`src/rtl/core/gfqe_pkg.sv`:
```
package gfqe_pkg;

    // Field widths of the command and result channels
    localparam int CMD_W    = 2;
    localparam int ITEM_W   = 12;
    localparam int TEAM_W   = 10;
    localparam int STATUS_W = 3;
    localparam int OCC_W    = 11;

    // Default sizing
    localparam int DEF_QUEUE_DEPTH = 1024;
    localparam int DEF_ID_SPACE    = 4096;
    localparam int DEF_TEAM_COUNT  = 1024;

    // Command codes; the spare code behaves as a dequeue
    typedef enum logic [CMD_W-1:0] {
        CMD_ASSIGN  = 2'd0,
        CMD_ENQUEUE = 2'd1,
        CMD_DEQUEUE = 2'd2
    } t_cmd;

    typedef enum logic [STATUS_W-1:0] {
        ST_ASSIGNED = 3'd0,
        ST_ENQUEUED = 3'd1,
        ST_DEQUEUED = 3'd2,
        ST_FULL     = 3'd3,
        ST_EMPTY    = 3'd4
    } t_status;

    // Controller -> datapath
    typedef struct packed {
        logic clear;     // one step of the post-reset clearing pass
        logic capture;   // input transfer: latch fields, launch first reads
        logic look;      // resolve team and slot, read team record
        logic update;    // link node, move pointers
        logic link;      // second half of a mid-queue insert
        logic load_out;  // move result into the output register
    } t_dp_ctrl;

    // Datapath -> controller
    typedef struct packed {
        logic clear_done;
        logic look_done;  // assign, full or empty: no update needed
        logic need_link;  // enqueue goes behind a teammate, not at the tail
    } t_dp_stat;

endpackage

```
`src/rtl/core/gfqe_ctrl.sv`:
```
module gfqe_ctrl (
    input  logic                i_clk,
    input  logic                i_rst_n,
    input  logic                i_in_valid,
    output logic                o_in_stall,
    output logic                o_out_valid,
    input  logic                i_out_stall,
    input  gfqe_pkg::t_dp_stat  i_stat,
    output gfqe_pkg::t_dp_ctrl  o_ctrl
);
    import gfqe_pkg::*;

    typedef enum logic [5:0] {
        S_CLEAR  = 6'b000001,
        S_IDLE   = 6'b000010,
        S_LOOK   = 6'b000100,
        S_UPDATE = 6'b001000,
        S_LINK   = 6'b010000,
        S_EMIT   = 6'b100000
    } t_state;

    t_state r_state;
    t_state n_state;
    logic   r_out_valid;
    logic   n_out_valid;
    logic   out_free;
    logic   in_open;
    logic   accept;
    logic   load;

    always_comb begin
        out_free = !r_out_valid || !i_out_stall;
        in_open  = (r_state == S_IDLE) || ((r_state == S_EMIT) && out_free);
        accept   = i_in_valid && in_open;
        load     = (r_state == S_EMIT) && out_free;

        n_state = r_state;
        unique case (r_state)
            S_CLEAR: begin
                if (i_stat.clear_done) n_state = S_IDLE;
            end
            S_IDLE: begin
                if (accept) n_state = S_LOOK;
            end
            S_LOOK: begin
                n_state = i_stat.look_done ? S_EMIT : S_UPDATE;
            end
            S_UPDATE: begin
                n_state = i_stat.need_link ? S_LINK : S_EMIT;
            end
            S_LINK: begin
                n_state = S_EMIT;
            end
            S_EMIT: begin
                if (load) n_state = accept ? S_LOOK : S_IDLE;
            end
            default: begin
                n_state = S_IDLE;
            end
        endcase

        n_out_valid = load || (r_out_valid && i_out_stall);
    end

    always_ff @(posedge i_clk) begin
        if (!i_rst_n) begin
            r_state     <= S_CLEAR;
            r_out_valid <= 1'b0;
        end else begin
            r_state     <= n_state;
            r_out_valid <= n_out_valid;
        end
    end

    always_comb begin
        o_ctrl.clear    = (r_state == S_CLEAR);
        o_ctrl.capture  = accept;
        o_ctrl.look     = (r_state == S_LOOK);
        o_ctrl.update   = (r_state == S_UPDATE);
        o_ctrl.link     = (r_state == S_LINK);
        o_ctrl.load_out = load;
    end

    assign o_in_stall  = !in_open;
    assign o_out_valid = r_out_valid;

endmodule

```
`config.mk`:
```
export PLATFORM = sky130hd
export DESIGN_NAME = gfqe_ctrl
export DESIGN_NICKNAME = d
export VERILOG_FILES = /design/src/rtl/core/gfqe_pkg.sv /design/src/rtl/core/gfqe_ctrl.sv
export SDC_FILE = /design/constraint.sdc
export NUM_CORES = 1
export LEC_CHECK = 0
export BUFFER_PORTS_ARGS = -buffer_cell sky130_fd_sc_hd__buf_2
export CORE_UTILIZATION = 25
export DETAILED_ROUTE_END_ITERATION = 7
export SYNTH_ARGS = -nofsm -noshare
export SYNTH_HDL_FRONTEND = slang
export SYNTH_SLANG_ARGS = --single-unit
```
`constraint.sdc`:
```
create_clock -name i_clk -period 1.7 [get_ports i_clk]
set_input_delay 0.34 -clock i_clk [delete_from_list [all_inputs] [get_ports i_clk]]
set_output_delay 0.34 -clock i_clk [all_outputs]
set_load 0.01 [all_outputs]
```
==> results.ini <==
[outcome]
outcome=finished, final reports clean

[pwr]
pwr-share-comb=0.152
p_sw_frac=0.2552
p_per_area_nw_per_um2=645.9
p_seq_frac=0.461
internal-power_uw=289.5
leakage_uw=0.0002762
p_clk_frac=0.387
ir_drop_mv=0.4042
switchingPower_uw=99.19

[synth]
synth.most_common_cell=dfxtp_1
synth_cells=51
syn-num-nets=58
synth_flop_cell=dfxtp_1
ys_types=28
synthTopCellsByCount=dfxtp_1, nor2_1, nor3_1, buf_4
syn_avg_cell_area_um2=8.513
netlist_area_um2=434.2
ys_ff_latch=7
synthTopCellsByArea=dfxtp_1, and4b_2, buf_4
synth-edff-count=0
ys_seq_area_frac=0.3228
async_flop_share=0
yosys.area.top_type_share=0.3228
synth_top_area_cell=dfxtp_1
synth_warnings=0

[global_route]
gr-total-overflow=0
grt_pass1_vias=375
grt_pass1_wl_um=1587
gr-usage-all-layers=0.1188
antenna_found_initial=0
grt_max_degree=10

[routing]
drt.antenna.violating_nets=0
drtIter0Drc=4
vias=425
drc_errors=0
first_pass_iters=3
wl_per_cell_um=10.90
viasPerCell=4.942
drt_wl_total_um=937

[worst_setup_path]
critical_path_class=flip-flop to output port
cp.required_ns=1.36
cp.arrival_ns=1.35
reg2reg_depth=5
r2r_end=r_state[1]
rr_startpoint=r_state[2]
crit_start=r_state[2]
cp_max_fo=3
critPathCapture=o_ctrl[4]
end_kind=output port
startpoint_type=flip-flop
reg2reg_setup_slack_ns=0.33

[sta]
worst_slew_pin_slew_ns=0.3222
drv_slew=0
post-route-period-util=0.9961
max_freq_mhz=590.5
rsz0062_at_grt=yes
finalHoldViolations=0
timing.slew.headroom=0.7844
fin_crit_ns=1.693
setup_viol=0
skew_ns=0.01005

[die]
placementRows=14
dieHeight_um=43.68
core_um2=1559
pin_count=15
dieWidth_um=43.68
dieArea_um2=1908
initial_core_util=0.2785

[place]
dp_hpwl_um=723.7
portBuffers=14
numPlacedInstances=81
placed_cell_area_um2=520.5
gp_congestion=0.7155

[clock_tree]
tritoncts=built
cts-root-buf=clkbuf_4
cts-htree-levels=1
cts.clk_slew.worst_paths_ns=0.06
numCtsBuffers=3
clock_path_buffers=2
clock_latency_ns=0.25
cts.sink_count=7
hold_buffers=0

[layout]
nNetsFinal=78
num_antenna_cells=0
area_growth_syn_to_layout_pct=38.62
seq_area_um2=142.6
drive_above_1_share=0.5143
num-fill-cells=165
multiInputGateArea_um2=297.8
final_cells=86
fin_area_um2=601.8

[flow_run]
max_cap_viol_count=0

[worst_hold_path]
hold_class=input pin to flip-flop

-- sequential cells by signal, indices dropped and copies added, names as in the netlist --
| register | flops |
|---|---|
| r_state | 6 |
| o_out_valid | 1 |
-- cells in the final DEF, fill, tap and decap left out, types with 2 or more instances in the layout --
| cell type | n |
|---|---|
| nand2_1 | 2 |
| nor3_2 | 2 |
| clkbuf_4 | 3 |
| o21ai_0 | 2 |
| nor2_1 | 4 |
| and4b_2 | 2 |
| dfxtp_1 | 5 |
| nor3_4 | 2 |
| a21oi_2 | 2 |
| buf_2 | 14 |
| inv_1 | 2 |
| dfxtp_2 | 2 |
| buf_4 | 5 |
| and3_1 | 2 |
-- repair_timing --
item,4_1_cts,5_1_grt
pin swaps,3,0
setup buffers,0,1
setup endpoints to repair,5,5
resized for setup,7,5
-- kinds of logic after synthesis --
logic type | synth area share
buf+inv | 0.09510
mux | 0.02306
compound gates | 0.1412
flops | 0.3228
xor+xnor | 0.04035
simple gates | 0.3776
-- worst max-delay path, cell delays in order, from the launching register on --
cell and delay (ns):
dfxtp_1 0.31, or3_4 0.40, nor3_4 0.14, and2_1 0.14, buf_2 0.12
-- worst min path at each step --
| stage | start | endpoint | slack, ns | depth (start not counted) |
|---|---|---|---|---|
| 2_1_floorplan | i_rst_n | r_state[0] | 0.45 | 1 |
| 3_3_place_gp | o_out_valid | o_out_valid | 0.54 | 2 |
| 3_5_place_dp | o_out_valid | o_out_valid | 0.54 | 2 |
| 4_1_cts | i_stat[2] | r_state[0] | 0.32 | 2 |
| 5_1_grt | i_stat[0] | r_state[4] | 0.31 | 2 |
| 6_report | i_stat[0] | r_state[4] | 0.33 | 2 |
-- through the flow --
stage	power [uW]	setup TNS (ns)	utilization	hold WS, ns	setup slack, ns
floorplan	212.0	0	-	0.4496	0.1047
global placement	230.4	0	0.3339	0.5438	0.1784
detailed placement	231.4	0	0.3339	0.5389	0.1008
CTS	389.3	-0.01604	0.3668	0.3244	-0.01604
global route	418.3	-0.2122	0.3860	0.3133	-0.07084
finish	388.7	0	0.3860	0.3264	0.006624
-- power by group through the flow --
stage	sequential, uW	combinational (uW)	clock, uW
CTS	178	56.3	155
detailed placement	180	51.1	0
finish	179	59.1	151
global route	180	65.7	173
floorplan	178	33.7	0
global placement	180	50.7	0
-- routing by layer --
metal | global-route usage | share of wire | vias up
li1 | - | - | 222
met1 | 0.1454 | 0.44 | 189
met2 | 0.1612 | 0.48 | 10
met3 | 0.06250 | 0.048 | 4
met4 | 0.07500 | 0.029 | 0
met5 | 0 | 0 | -
-- final cells by class --
| type | instances | share of cell area |
|---|---|---|
| clock buffers | 4 | 0.04366 |
| inverters | 2 | 0.01247 |
| multi-input cells | 38 | 0.4948 |
| flip-flops and latches | 7 | 0.2370 |
| well taps | 16 | 0.03326 |
| repair buffers | 19 | 0.1788 |
(Power assumes the default switching activity.)
